### src/sv/assert_macros.svh
`ifndef ASSERT_MACROS_SVH
`define ASSERT_MACROS_SVH

// Concurrent checks: same-cycle implication and next-cycle implication.
`ifndef SYNTHESIS
`define ASSERT_IMPLY(label, clk, rst, a, b) \
   label: assert property (@(posedge clk) disable iff (rst) (a) |-> (b)) \
      else $error("same-cycle implication failed");
`define ASSERT_NEXT(label, clk, rst, a, b) \
   label: assert property (@(posedge clk) disable iff (rst) (a) |=> (b)) \
      else $error("next-cycle implication failed");
`else
`define ASSERT_IMPLY(label, clk, rst, a, b)
`define ASSERT_NEXT(label, clk, rst, a, b)
`endif

`endif

### src/sv/ipt_pkg.sv
package ipt_pkg;

   localparam int ENTRIES_DEFAULT = 16;

   localparam int TE_W    = 5;
   localparam int PS_W    = 17;
   localparam int PID_W   = 16;
   localparam int VPN_W   = 20;
   localparam int OFF_W   = 16;
   localparam int PA_W    = 20;
   localparam int FRAME_W = 4;

   localparam logic [TE_W-1:0] TE_RESET = 5'd16;
   localparam logic [PS_W-1:0] PS_RESET = 17'd4096;

   localparam int CSR_IDX_W  = 1;
   localparam int CSR_DATA_W = 17;

   typedef enum logic [CSR_IDX_W-1:0] {
      CSR_TABLE_ENTRIES = 1'b0,
      CSR_PAGE_SIZE     = 1'b1
   } csr_index_type;

   typedef enum logic [2:0] {
      ST_IDLE   = 3'b001,
      ST_SCAN   = 3'b010,
      ST_UPDATE = 3'b100
   } state_type;

   typedef struct packed {
      logic [PID_W-1:0] pid;
      logic [VPN_W-1:0] vpn;
   } tag_type;

endpackage

### src/sv/ipt_req_if.sv
interface ipt_req_if;
   import ipt_pkg::*;

   logic             valid;
   logic             ready;
   logic [PID_W-1:0] process_id;
   logic [VPN_W-1:0] virtual_page;
   logic [OFF_W-1:0] page_offset;

   modport source (output valid, output process_id, output virtual_page,
                   output page_offset, input ready);
   modport sink   (input valid, input process_id, input virtual_page,
                   input page_offset, output ready);
endinterface

### src/sv/ipt_rsp_if.sv
interface ipt_rsp_if;
   import ipt_pkg::*;

   logic               valid;
   logic               ready;
   logic [PA_W-1:0]    physical_address;
   logic [FRAME_W-1:0] frame_index;
   logic               was_hit;

   modport source (output valid, output physical_address, output frame_index,
                   output was_hit, input ready);
   modport sink   (input valid, input physical_address, input frame_index,
                   input was_hit, output ready);
endinterface

### src/sv/ipt_tag_store.sv
module ipt_tag_store #(
   parameter int ENTRIES = ipt_pkg::ENTRIES_DEFAULT,
   parameter int IDX_W   = (ENTRIES > 1) ? $clog2(ENTRIES) : 1
) (
   input  logic             clock,
   input  logic             rd_en,
   input  logic [IDX_W-1:0] rd_idx,
   input  logic             wr_en,
   input  logic [IDX_W-1:0] wr_idx,
   input  ipt_pkg::tag_type wr_tag,
   input  ipt_pkg::tag_type key,
   output logic             match
);
   import ipt_pkg::*;

   tag_type mem [ENTRIES];
   tag_type rd_tag_ff;

   always_ff @(posedge clock) begin
      if (wr_en) begin
         mem[wr_idx] <= wr_tag;
      end
      if (rd_en) begin
         rd_tag_ff <= mem[rd_idx];
      end
   end

   // Shared comparator: one stored tag against the request key per cycle.
   assign match = (rd_tag_ff == key);
endmodule

### src/sv/ipt_rank_table.sv
module ipt_rank_table #(
   parameter int ENTRIES = ipt_pkg::ENTRIES_DEFAULT,
   parameter int IDX_W   = (ENTRIES > 1) ? $clog2(ENTRIES) : 1,
   parameter int RANK_W  = (ENTRIES > 1) ? $clog2(ENTRIES) : 1
) (
   input  logic              clock,
   input  logic              reset,
   input  logic [IDX_W-1:0]  rd_idx,
   output logic              rd_valid,
   output logic [RANK_W-1:0] rd_rank,
   input  logic              touch,
   input  logic [IDX_W-1:0]  touch_idx
);
   import ipt_pkg::*;

   localparam int CNT_W = $clog2(ENTRIES + 1);

   logic [ENTRIES-1:0] valid_ff;
   logic [RANK_W-1:0]  rank_ff [ENTRIES];
   logic [CNT_W-1:0]   count_ff;
   logic [CNT_W-1:0]   old_rank;

   assign rd_valid = valid_ff[rd_idx];
   assign rd_rank  = rank_ff[rd_idx];

   // A fresh entry enters behind every valid one, so its old age is the count.
   assign old_rank = valid_ff[touch_idx] ? CNT_W'(rank_ff[touch_idx]) : count_ff;

   always_ff @(posedge clock) begin
      if (reset) begin
         valid_ff <= '0;
         count_ff <= '0;
         for (int j = 0; j < ENTRIES; j++) begin
            rank_ff[j] <= '0;
         end
      end else if (touch) begin
         for (int j = 0; j < ENTRIES; j++) begin
            if (IDX_W'(j) == touch_idx) begin
               rank_ff[j] <= '0;
            end else if (valid_ff[j] && (CNT_W'(rank_ff[j]) < old_rank)) begin
               rank_ff[j] <= rank_ff[j] + RANK_W'(1);
            end
         end
         valid_ff[touch_idx] <= 1'b1;
         if (!valid_ff[touch_idx]) begin
            count_ff <= count_ff + CNT_W'(1);
         end
      end
   end
endmodule

### src/sv/inverted_page_table_lru_top.sv
// Inverted page table translator with least-recently-used replacement.
// Request channel req_ch carries process_id, virtual_page and page_offset;
// response channel rsp_ch returns physical_address, frame_index and was_hit,
// one response per request, in order. Both use valid/ready beats.
// The csr_ port writes table_entries (index 0) and page_size (index 1);
// write only while no request is in flight.
// A request scans the active entries one per cycle through the single read
// port of the tag memory and one tag comparator, stopping at the first hit.
// After its scan a request passes through the update state, where the
// response is registered; a new request is taken the cycle after the
// update at the earliest, as req_ch is ready only in the idle state.
// Reset clears all valid bits and recency ranks and loads table_entries 16
// and page_size 4096; tags need no clearing since they are read only behind
// a set valid bit. The response waits in an output register while the sink
// stalls; the next request is still taken and scanned, and holds in its
// update cycle until that register is free.
`include "assert_macros.svh"

module inverted_page_table_lru_top #(
   parameter int ENTRIES = ipt_pkg::ENTRIES_DEFAULT
) (
   input  logic                       clock,
   input  logic                       reset,
   ipt_req_if.sink                    req_ch,
   ipt_rsp_if.source                  rsp_ch,
   input  logic                       csr_we,
   input  ipt_pkg::csr_index_type     csr_index,
   input  logic [ipt_pkg::CSR_DATA_W-1:0] csr_wdata
);
   import ipt_pkg::*;

   localparam int IDX_W  = (ENTRIES > 1) ? $clog2(ENTRIES) : 1;
   localparam int RANK_W = (ENTRIES > 1) ? $clog2(ENTRIES) : 1;
   localparam int CNT_W  = $clog2(ENTRIES + 1);
   localparam int PROD_W = IDX_W + PS_W;

   state_type state_ff, state_in;

   logic [TE_W-1:0]    te_ff;
   logic [PS_W-1:0]    ps_ff;

   tag_type            key_ff, key_in;
   logic [OFF_W-1:0]   off_ff, off_in;
   logic [CNT_W-1:0]   n_ff, n_in;
   logic [CNT_W-1:0]   scan_ff, scan_in;
   logic               cmp_valid_ff, cmp_valid_in;
   logic [IDX_W-1:0]   cmp_idx_ff, cmp_idx_in;
   logic               empty_found_ff, empty_found_in;
   logic [IDX_W-1:0]   empty_idx_ff, empty_idx_in;
   logic [IDX_W-1:0]   best_idx_ff, best_idx_in;
   logic [RANK_W-1:0]  best_rank_ff, best_rank_in;
   logic               hit_ff, hit_in;
   logic [IDX_W-1:0]   frame_ff, frame_in;

   logic               rsp_valid_ff, rsp_valid_in;
   logic [PA_W-1:0]    rsp_addr_ff, rsp_addr_in;
   logic [FRAME_W-1:0] rsp_frame_ff, rsp_frame_in;
   logic               rsp_hit_ff, rsp_hit_in;

   logic               req_fire;
   logic               upd_fire;
   logic [CNT_W-1:0]   act_n;
   logic [CNT_W-1:0]   last_idx;
   logic [IDX_W-1:0]   frame_sel;
   logic [PROD_W-1:0]  prod;

   logic               ts_rd_en;
   logic [IDX_W-1:0]   ts_rd_idx;
   logic               ts_match;
   logic [IDX_W-1:0]   rk_rd_idx;
   logic               rk_rd_valid;
   logic [RANK_W-1:0]  rk_rd_rank;

   // Configuration registers.
   always_ff @(posedge clock) begin
      if (reset) begin
         te_ff <= TE_RESET;
         ps_ff <= PS_RESET;
      end else if (csr_we) begin
         case (csr_index)
            CSR_TABLE_ENTRIES: te_ff <= csr_wdata[TE_W-1:0];
            CSR_PAGE_SIZE:     ps_ff <= csr_wdata[PS_W-1:0];
            default:           ;
         endcase
      end
   end

   // Clamp the active entry count to 1..ENTRIES.
   always_comb begin
      if (te_ff == '0) begin
         act_n = CNT_W'(1);
      end else if (int'(te_ff) > ENTRIES) begin
         act_n = CNT_W'(ENTRIES);
      end else begin
         act_n = CNT_W'(te_ff);
      end
   end

   assign req_ch.ready = (state_ff == ST_IDLE);
   assign req_fire     = req_ch.valid && req_ch.ready;
   assign upd_fire     = (state_ff == ST_UPDATE) && (!rsp_valid_ff || rsp_ch.ready);
   assign last_idx     = n_ff - CNT_W'(1);
   assign frame_sel    = hit_ff ? frame_ff : (empty_found_ff ? empty_idx_ff : best_idx_ff);
   assign prod         = PROD_W'(frame_sel) * PROD_W'(ps_ff);

   always_comb begin
      state_in       = state_ff;
      key_in         = key_ff;
      off_in         = off_ff;
      n_in           = n_ff;
      scan_in        = scan_ff;
      cmp_valid_in   = 1'b0;
      cmp_idx_in     = cmp_idx_ff;
      empty_found_in = empty_found_ff;
      empty_idx_in   = empty_idx_ff;
      best_idx_in    = best_idx_ff;
      best_rank_in   = best_rank_ff;
      hit_in         = hit_ff;
      frame_in       = frame_ff;
      ts_rd_en       = 1'b0;
      ts_rd_idx      = scan_ff[IDX_W-1:0];
      rk_rd_idx      = (state_ff == ST_UPDATE) ? frame_sel : cmp_idx_ff;

      rsp_valid_in   = rsp_valid_ff && !rsp_ch.ready;
      rsp_addr_in    = rsp_addr_ff;
      rsp_frame_in   = rsp_frame_ff;
      rsp_hit_in     = rsp_hit_ff;

      case (state_ff)
         ST_IDLE: begin
            if (req_fire) begin
               key_in.pid     = req_ch.process_id;
               key_in.vpn     = req_ch.virtual_page;
               off_in         = req_ch.page_offset;
               n_in           = act_n;
               scan_in        = '0;
               empty_found_in = 1'b0;
               hit_in         = 1'b0;
               state_in       = ST_SCAN;
            end
         end
         ST_SCAN: begin
            // Issue stage: read the next entry.
            if (scan_ff < n_ff) begin
               ts_rd_en     = 1'b1;
               scan_in      = scan_ff + CNT_W'(1);
               cmp_valid_in = 1'b1;
               cmp_idx_in   = scan_ff[IDX_W-1:0];
            end
            // Compare stage: entry read last cycle.
            if (cmp_valid_ff) begin
               if (rk_rd_valid && ts_match) begin
                  hit_in   = 1'b1;
                  frame_in = cmp_idx_ff;
                  state_in = ST_UPDATE;
               end else begin
                  if (!rk_rd_valid && !empty_found_ff) begin
                     empty_found_in = 1'b1;
                     empty_idx_in   = cmp_idx_ff;
                  end
                  if (rk_rd_valid && ((cmp_idx_ff == '0) || (rk_rd_rank > best_rank_ff))) begin
                     best_idx_in  = cmp_idx_ff;
                     best_rank_in = rk_rd_rank;
                  end
                  if (CNT_W'(cmp_idx_ff) == last_idx) begin
                     state_in = ST_UPDATE;
                  end
               end
            end
         end
         ST_UPDATE: begin
            // Hold until the output register can take the result.
            if (upd_fire) begin
               rsp_valid_in = 1'b1;
               rsp_addr_in  = PA_W'(prod) + PA_W'(off_ff);
               rsp_frame_in = FRAME_W'(frame_sel);
               rsp_hit_in   = hit_ff;
               state_in     = ST_IDLE;
            end
         end
         default: begin
            state_in = ST_IDLE;
         end
      endcase
   end

   always_ff @(posedge clock) begin
      if (reset) begin
         state_ff     <= ST_IDLE;
         cmp_valid_ff <= 1'b0;
         rsp_valid_ff <= 1'b0;
      end else begin
         state_ff     <= state_in;
         cmp_valid_ff <= cmp_valid_in;
         rsp_valid_ff <= rsp_valid_in;
      end
   end

   always_ff @(posedge clock) begin
      key_ff         <= key_in;
      off_ff         <= off_in;
      n_ff           <= n_in;
      scan_ff        <= scan_in;
      cmp_idx_ff     <= cmp_idx_in;
      empty_found_ff <= empty_found_in;
      empty_idx_ff   <= empty_idx_in;
      best_idx_ff    <= best_idx_in;
      best_rank_ff   <= best_rank_in;
      hit_ff         <= hit_in;
      frame_ff       <= frame_in;
      rsp_addr_ff    <= rsp_addr_in;
      rsp_frame_ff   <= rsp_frame_in;
      rsp_hit_ff     <= rsp_hit_in;
   end

   ipt_tag_store #(
      .ENTRIES (ENTRIES),
      .IDX_W   (IDX_W)
   ) u_tag_store (
      .clock  (clock),
      .rd_en  (ts_rd_en),
      .rd_idx (ts_rd_idx),
      .wr_en  (upd_fire && !hit_ff),
      .wr_idx (frame_sel),
      .wr_tag (key_ff),
      .key    (key_ff),
      .match  (ts_match)
   );

   ipt_rank_table #(
      .ENTRIES (ENTRIES),
      .IDX_W   (IDX_W),
      .RANK_W  (RANK_W)
   ) u_rank_table (
      .clock     (clock),
      .reset     (reset),
      .rd_idx    (rk_rd_idx),
      .rd_valid  (rk_rd_valid),
      .rd_rank   (rk_rd_rank),
      .touch     (upd_fire),
      .touch_idx (frame_sel)
   );

   assign rsp_ch.valid            = rsp_valid_ff;
   assign rsp_ch.physical_address = rsp_addr_ff;
   assign rsp_ch.frame_index      = rsp_frame_ff;
   assign rsp_ch.was_hit          = rsp_hit_ff;

   `ASSERT_NEXT(a_accept_starts_scan, clock, reset, req_fire, state_ff == ST_SCAN)
   `ASSERT_IMPLY(a_compare_in_range, clock, reset, cmp_valid_ff && (state_ff == ST_SCAN), CNT_W'(cmp_idx_ff) < n_ff)
   `ASSERT_IMPLY(a_hit_on_valid_entry, clock, reset, (state_ff == ST_UPDATE) && hit_ff, rk_rd_valid)
   `ASSERT_IMPLY(a_rsp_after_update, clock, reset, $rose(rsp_valid_ff), $past(state_ff) == ST_UPDATE)
endmodule
### src/flat_wrapper.sv
// flat-port wrapper written by rule: the top's interface ports become plain ports
module inverted_page_table_lru_top_flat import ipt_pkg::*;
#(
   parameter int ENTRIES = ipt_pkg::ENTRIES_DEFAULT
)
  (clock, reset, csr_we, csr_index, csr_wdata, req_ch_valid, req_ch_process_id, req_ch_virtual_page, req_ch_page_offset, req_ch_ready, rsp_ch_valid, rsp_ch_physical_address, rsp_ch_frame_index, rsp_ch_was_hit, rsp_ch_ready);
  ipt_req_if req_ch_i ();
  ipt_rsp_if rsp_ch_i ();
  input  logic clock;
  input  logic reset;
  input  logic csr_we;
  input  ipt_pkg::csr_index_type csr_index;
  input  logic [ipt_pkg::CSR_DATA_W-1:0] csr_wdata;
  input wire logic [$bits(req_ch_i.valid)-1:0] req_ch_valid;
  input wire logic [$bits(req_ch_i.process_id)-1:0] req_ch_process_id;
  input wire logic [$bits(req_ch_i.virtual_page)-1:0] req_ch_virtual_page;
  input wire logic [$bits(req_ch_i.page_offset)-1:0] req_ch_page_offset;
  output wire logic [$bits(req_ch_i.ready)-1:0] req_ch_ready;
  output wire logic [$bits(rsp_ch_i.valid)-1:0] rsp_ch_valid;
  output wire logic [$bits(rsp_ch_i.physical_address)-1:0] rsp_ch_physical_address;
  output wire logic [$bits(rsp_ch_i.frame_index)-1:0] rsp_ch_frame_index;
  output wire logic [$bits(rsp_ch_i.was_hit)-1:0] rsp_ch_was_hit;
  input wire logic [$bits(rsp_ch_i.ready)-1:0] rsp_ch_ready;
  assign req_ch_i.valid = req_ch_valid;
  assign req_ch_i.process_id = req_ch_process_id;
  assign req_ch_i.virtual_page = req_ch_virtual_page;
  assign req_ch_i.page_offset = req_ch_page_offset;
  assign req_ch_ready = req_ch_i.ready;
  assign rsp_ch_valid = rsp_ch_i.valid;
  assign rsp_ch_physical_address = rsp_ch_i.physical_address;
  assign rsp_ch_frame_index = rsp_ch_i.frame_index;
  assign rsp_ch_was_hit = rsp_ch_i.was_hit;
  assign rsp_ch_i.ready = rsp_ch_ready;
  inverted_page_table_lru_top #(.ENTRIES(ENTRIES)) u_core (.clock(clock), .reset(reset), .req_ch(req_ch_i), .rsp_ch(rsp_ch_i), .csr_we(csr_we), .csr_index(csr_index), .csr_wdata(csr_wdata));
endmodule
### config.mk
export PLATFORM = sky130hd
export DESIGN_NAME = inverted_page_table_lru_top_flat
export DESIGN_NICKNAME = d
export VERILOG_FILES = /design/src/sv/ipt_pkg.sv /design/src/sv/ipt_req_if.sv /design/src/sv/ipt_rsp_if.sv /design/src/sv/ipt_tag_store.sv /design/src/sv/ipt_rank_table.sv /design/src/sv/inverted_page_table_lru_top.sv /design/src/flat_wrapper.sv
export VERILOG_INCLUDE_DIRS = /design/src /design/src/sv
export SDC_FILE = /design/constraint.sdc
export NUM_CORES = 1
export LEC_CHECK = 0
export BUFFER_PORTS_ARGS = -buffer_cell sky130_fd_sc_hd__buf_4
export CAP_MARGIN = 20
export CELL_PAD_IN_SITES_DETAIL_PLACEMENT = 1
export CELL_PAD_IN_SITES_GLOBAL_PLACEMENT = 2
export CORE_UTILIZATION = 43
export DETAILED_ROUTE_END_ITERATION = 8
export GPL_TIMING_DRIVEN = 0
export PLACE_DENSITY_LB_ADDON = 0.2
export SLEW_MARGIN = 5
export SYNTH_ARGS = -nofsm -noshare
export SYNTH_HDL_FRONTEND = slang
export SYNTH_SLANG_ARGS = --single-unit
### constraint.sdc
create_clock -name clock -period 5.8 [get_ports clock]
set_input_delay 0.58 -clock clock [delete_from_list [all_inputs] [get_ports clock]]
set_output_delay 0.58 -clock clock [all_outputs]
set_load 0.01 [all_outputs]
==> impl_results.md, run 1 <==
* Number of remaining DRC errors at 0
* Aggregate global-route resource usage at 0.237
* Top FF cell, synth: edfxtp_1
* Largest family of logic cells by synthesized area: multiplexers
* Register area share after synthesis at 0.652
* WP data required at 6.09 ns
* Post-Syn Instances at 2,341
* Hold WC Path Type: in2reg
* EDFF count, synth at between 700 and 800
* Setup ws final at 0.228 ns
* N_diodes at 0
* Routed vias at roughly 22,000
* Status: finished, final reports clean
* Most used cell, CP: buf_2
* Simple-gate share of the synthesized area at 0.0733
* WP buf/inv at 6
* GPL Wtd Cong at roughly 0.87
* Mapped Area at 37,600 um^2
* Total Routed Length at around 100 mm
* Antenna Violating Nets Remaining at 0
* Area share of the largest cell type after synthesis at 0.627
* Die footprint at around 89,000 um^2
* Min cycle time layout at 5.57 ns
* Buffers on Ports at 100
* Placed wire-length estimate at between 70 and 80 mm
* Largest net degree at the start of global routing at 36
* Max-cap violations at 0
* Rows at 108
* Slowest cell on the critical path: nor4b_4
* Area share of xor/xnor cells in the synthesized design at 0.0233
* Gr ovfl total at 0
* Final layout net count at roughly 2,900
* Core footprint at slightly below 90,000 um^2
* Vias/cell at 5.75
* Fraction of layout instances using a drive strength above 1 at 0.233
* Proportion of synthesized area in mux cells at 0.123
* Fin. Hold Viols at 0
* Area Overhead vs Synth at 17.8%
* DRT Pass-1 Iters at 7
* Final Cycle Share at 0.961
* Pins Over Slew Limit at 0
* Leak at 0.0152 uW
* Later-pin clock latency in the skew report at 0.68 ns
* Vias in the first global route at around 24,000
* Die Width at 298 um
* Syn nets at 2,566
* Critical-path cell list: buf_6 -> mux2i_2 -> o21a_1 -> buf_6 -> buf_2 -> o21a_1 -> buf_2 -> buf_2 -> buf_1 -> nand2_1 -> a311oi_1 -> a31oi_1 -> a21oi_1 -> ha_1 -> nor2b_1 -> o21ai_0 -> nand2b_1 -> a21oi_1 -> a41oi_1 -> nor2_1 -> nor4b_4
* Post-route cell area at between 40,000 and 50,000 um^2
* Final core occ at 0.511
* Hold-fix buffers at CTS at 0
* Initial antenna violation count at 0
* Die H at 298 um
* Clock tree buffer depth at 3
* Setup Slack @ Placement at -1.24 ns
* Worst-path clk slew at 0.06 ns
* Crit Path Max Fanout at 10
* DR WL/cell at 27.1 um
* IO Pins at 102
* Netlist cell types at 69
* Register bit count reported by yosys at 833
* Synth warnings at 0
* Placed instance area at 41,000 um^2
* Root Buffer: clkbuf_16
* Crit-path max cell delay at ~0.55 ns
* Share of flip-flops with an asynchronous set or reset at 0
* Num CTS Buffers at 90
* Arrival time worst endpoint at a little under 6 ns
* Adder-Cell Fraction of Synth Area at 0.0587
* Clk sinks at around 830
* DR iter-0 viols at 1,677
* # fillers at 8,306
* Largest delay contributor family on the critical path: buffers and inverters
* Peak VDD IR at 0.000316 V
* Final Skew at 0.0443 ns
* Largest cells by area after synthesis: edfxtp_1 (63%), mux4_2 (11%), ha_1 (3.5%)
* CTS tree: done
* Worst-margin pin slew at 1.06 ns
* Syn Area/Cell at 16.1 um^2
* Max transition margin at 0.289
* Crit path launch type: register
* Cell taking the most area after synthesis: edfxtp_1
* CP endpoint kind: register
* First-pass GRT wire length at 155 mm
* Initial core utilization at 0.434
* Synth Area in Compound Gates at 0.0488
* Setup violators final at 0
* Maximum clock frequency at 179 MHz
* PD cells at 334 nW/um^2
* H-Tree Depth at 3
* Crit path kind: reg2reg
==> final cells by class <==
class                   count  area (um^2)  area share
inverters                  96          373     0.00842
flip-flops and latches    833        24500       0.554
repair buffers            212         1940      0.0438
well taps                1155         1450      0.0326
multi-input cells        1310        12500       0.282
clock inverters            51          581      0.0131
plain buffers              99          452      0.0102
clock buffers             113         2510      0.0566
==> Yosys cell counts, types with 5 or more instances <==
library cell and instances:
and3_1 22, and2_1 56, xor2_1 57, o21bai_1 9
inv_1 94, clkbuf_1 71, nor2_1 141, fa_1 44
ha_1 106, buf_1 15, a311oi_1 20, nor3_1 41
o211ai_1 14, nand2_1 186, o21ai_0 36, nand2b_1 6
dfxtp_1 48, nor4_1 21, a21oi_1 57, edfxtp_1 785
or3_1 9, nor2b_1 7, a21o_1 6, buf_2 12
o2111ai_2 5, nand3_1 62, o21a_1 20, mux4_2 192
mux2i_1 28, nor3_2 9, xnor2_1 43, a211oi_1 48
==> metrics by stage <==
stage	std cells	hold slack [ns]	setup TNS [ns]	total power [uW]
after floorplan	2341	0.421	0	8280
after global placement	3596	0.487	-1818.94	8860
after detailed placement	3693	0.506	-4.66	8980
after CTS	3858	0.0246	0	14900
after global routing	3869	0.0359	-0.0132	15300
final	3869	0.0708	0	14800
==> where the power goes <==
part | total, uW | internal (uW) | switching (uW)
Sequential | 6950 | 6770 | 175
Combinational | 1950 | 888 | 1060
Clock | 5910 | 3450 | 2460
==> kinds of logic after synthesis <==
logic type	count (synthesis)
muxes	221
DFF	833
adders and majority gates	150
AOI/OAI and AO/OA	259
buffers and inverters	198
and+or+nand+nor	580
xor gates and xnor gates	100
==> worst reg2reg max path: cells and delay by family, from the launching register on <==
kind,cells,cell delay (ns)
flip-flops,1,0.40
AND/OR/NAND/NOR,5,0.96
adder cells (fa/ha/maj),1,0.24
buffers and inverters,6,1.72
AO/OA/AOI/OAI,8,1.64
multiplexers,1,0.23
==> final timing paths <==
path,endpoint,cells after the start,from,slack [ns]
min,u_core.key_ff[21],1,req_ch_process_id[1],0.07
min reg2reg,u_core.ps_ff[5],2,u_core.ps_ff[5],0.51
max,u_core.best_rank_ff[1],21,u_core.empty_found_ff,0.23
max reg2reg,u_core.best_rank_ff[1],21,u_core.empty_found_ff,0.23
==> sequential cells by signal, summed over array words and instances (netlist names), 16 cells and up <==
| register | count |
|---|---|
| u_core.ps_ff | 17 |
| u_core.u_rank_table.rank_ff | 64 |
| u_core.key_ff | 36 |
| u_core.off_ff | 16 |
| u_core.u_tag_store.rd_tag_ff | 36 |
| u_core.rsp_ch.physical_address | 20 |
| u_core.u_rank_table.valid_ff | 16 |
| u_core.u_tag_store.mem | 576 |
==> per-layer routing <==
metal | wire, um | GRT usage | vias up | part of all wire
met5 | 0 | 0 | - | 0
li1 | - | - | 9725 | -
met1 | 43200 | 0.306 | 11700 | 0.41
met3 | 4840 | 0.0343 | 197 | 0.046
met2 | 52900 | 0.409 | 676 | 0.50
met4 | 3860 | 0.0866 | 0 | 0.037
==> repair_timing <==
item / 4_1_cts / 5_1_grt
gates resized for setup: 24 / 15
buffers inserted: 4 / 5
pin swaps: 2 / 4
setup endpoints to repair: 16 / 11
==> placed cells by master, fill, tap and decap left out, types with 26 or more instances in the layout <==
cell,netlist,final
ha_1,106,106
inv_1,94,92
buf_4,0,147
a211oi_1,48,46
edfxtp_1,785,785
buf_6,4,50
a21oi_1,57,53
nand2_1,186,186
clkbuf_16,0,96
nor2_1,141,140
xor2_1,57,57
mux4_2,192,192
mux2i_1,28,26
clkbuf_1,71,75
fa_1,44,44
nand3_1,62,62
and2_1,56,55
o21ai_0,36,34
dfxtp_1,48,48
xnor2_1,43,43
Power figures use the tool's default switching activity.
==> run 2: changes to the inputs <==
- CTS_BUF_LIST: not set -> sky130_fd_sc_hd__clkbuf_4 sky130_fd_sc_hd__clkbuf_8 sky130_fd_sc_hd__clkbuf_16
==> impl_results.md, run 2 (synthesis results as in run 1) <==
* Crit path kind: reg2reg
* Routed vias at 22,300
* Maximum clock frequency at 179 MHz
* Final Cycle Share at 0.961
* First-pass GRT wire length at 155 mm
* DR iter-0 viols at 1,681
* Clock tree buffer depth at 3
* Worst-margin pin slew at about 1.1 ns
* Status: finished, final reports clean
* Largest registers: u_core.u_tag_store.mem x576, u_core.u_rank_table.rank_ff x64
* Core footprint at 86,800 um^2
* Multi-input logic area at 12,500 um^2
* CTS tree: done
* Buffers on Ports at 100
* Total Routed Length at between 100 and 150 mm
* Crit Path Max Fanout at 7
* Number of remaining DRC errors at 0
* H-Tree Depth at 3
* Pins Over Slew Limit at 0
* Most frequent cells in the layout: edfxtp_1 (785), mux4_2 (192), nand2_1 (186)
* Later-pin clock latency in the skew report at 0.68 ns
* Aggregate global-route resource usage at 0.237
* PD cells at 335 nW/um^2
* Max-cap violations at 0
* Setup Slack @ Placement at -1.24 ns
* Die H at 298 um
* N_diodes at 0
* Hold WC Path Type: in2reg
* Peak VDD IR at a little under 0.0003 V
* Rows at 108
* Reg2reg path depth at 22
* Die Width at 298 um
* Largest net degree at the start of global routing at 36
* Final layout net count at about 2,900
* Placed wire-length estimate at 76.0 mm
* Most common cell after layout, fill and taps aside: edfxtp_1
* Antenna Violating Nets Remaining at 0
* Hold-fix buffers at CTS at 0
* CP endpoint kind: register
* Vias/cell at 5.77
* DRT Pass-1 Iters at 5
* Max transition margin at 0.289
* Hold path cells at 1
* # fillers at between 8,000 and 9,000
* Leak at approximately 0.015 uW
* Clk sinks at 833
* Crit path launch type: register
* IO Pins at 102
* Arrival time worst endpoint at 5.99 ns
* Setup ws final at 0.227 ns
* Setup tns final at 0 ns
* Gr ovfl total at 0
* Initial antenna violation count at 0
* Root Buffer: clkbuf_16
* Num CTS Buffers at 90
* Worst-path clk slew at 0.06 ns
* Die footprint at 88,700 um^2
* GPL Wtd Cong at approximately 0.87
* Area Overhead vs Synth at 18.0%
* DR WL/cell at ~27 um
* Min cycle time layout at around 5.6 ns
* Fin. Hold Viols at 0
* Initial core utilization at 0.434
* Fraction of layout instances using a drive strength above 1 at 0.238
* Final Skew at approximately 0.041 ns
* Sequential cell area at between 20,000 and 25,000 um^2
* Max reg flops at 576
* WP data required at 6.21 ns
* Vias in the first global route at 23,700
* Largest Register: u_core.u_tag_store.mem
* Setup violators final at 0
==> run 2: cell types whose count changed in the layout (fill, tap and decap cells not counted), sizes merged <==
cell / previous run / this run
buf: 242 / 243
==> run 2: through the flow <==
step                instance area, um^2  cells  total power (uW)   util  hold slack, ns
global placement                  39800   3596              8860  0.459           0.487
finish                            44400   3870             14900  0.511          0.0719
global route                      44400   3870             15300  0.511          0.0342
detailed placement                41000   3693              8980  0.472           0.506
CTS                               44200   3858             15000  0.509          0.0246
floorplan                         37600   2341              8280      -           0.421
==> run 2: critical path: stages, from the launching register on <==
cell	delay, ns
edfxtp_1	0.40
buf_6	0.16
mux2i_2	0.22
o21a_1	0.16
buf_6	0.16
clkinvlp_4	0.15
buf_4	0.18
and2_1	0.16
fa_1	0.48
fa_1	0.55
inv_1	0.05
fa_1	0.52
inv_1	0.04
ha_1	0.36
o21a_1	0.16
o21a_1	0.14
nand3_1	0.07
o21ai_0	0.39
a21oi_1	0.18
a211oi_1	0.40
a21o_1	0.18
a21oi_1	0.07
xnor2_1	0.12
==> run 2: area by class of cell <==
type                       instances  area share
sequential                       833       0.553
inverter                          96     0.00840
multi-input combinational       1310       0.281
buffer                            99      0.0102
timing repair buffer             213      0.0441
clock buffer                     113      0.0576
clock inverter                    51      0.0131
tap                             1155      0.0326
==> run 2: power by group <==
part | switching [uW] | internal, uW
registers | 175 | 6770
logic | 1060 | 891
clock network | 2460 | 3510
==> run 2: what timing repair did <==
| item | 4_1_cts | 5_1_grt |
|---|---|---|
| endpoints found under the setup margin | 14 | 11 |
| gates resized for setup | 24 | 15 |
| setup buffers | 4 | 5 |
| pin swaps | 2 | 4 |
==> run 2: layer usage <==
| layer | global-route usage | share of wire |
|---|---|---|
| met5 | 0 | 0 |
| met1 | 0.307 | 0.41 |
| met3 | 0.0330 | 0.045 |
| met4 | 0.0841 | 0.035 |
| met2 | 0.410 | 0.51 |
==> run 2: path summary, 6_finish.rpt <==
kind,slack (ns),end,start
worst min register to register,0.51,u_core.ps_ff[5],u_core.ps_ff[5]
worst min-delay path,0.07,u_core.key_ff[21],req_ch_process_id[1]
worst max register to register,0.23,u_core.rsp_ch.physical_address[18],u_core.empty_found_ff
worst max-delay path,0.23,u_core.rsp_ch.physical_address[18],u_core.empty_found_ff
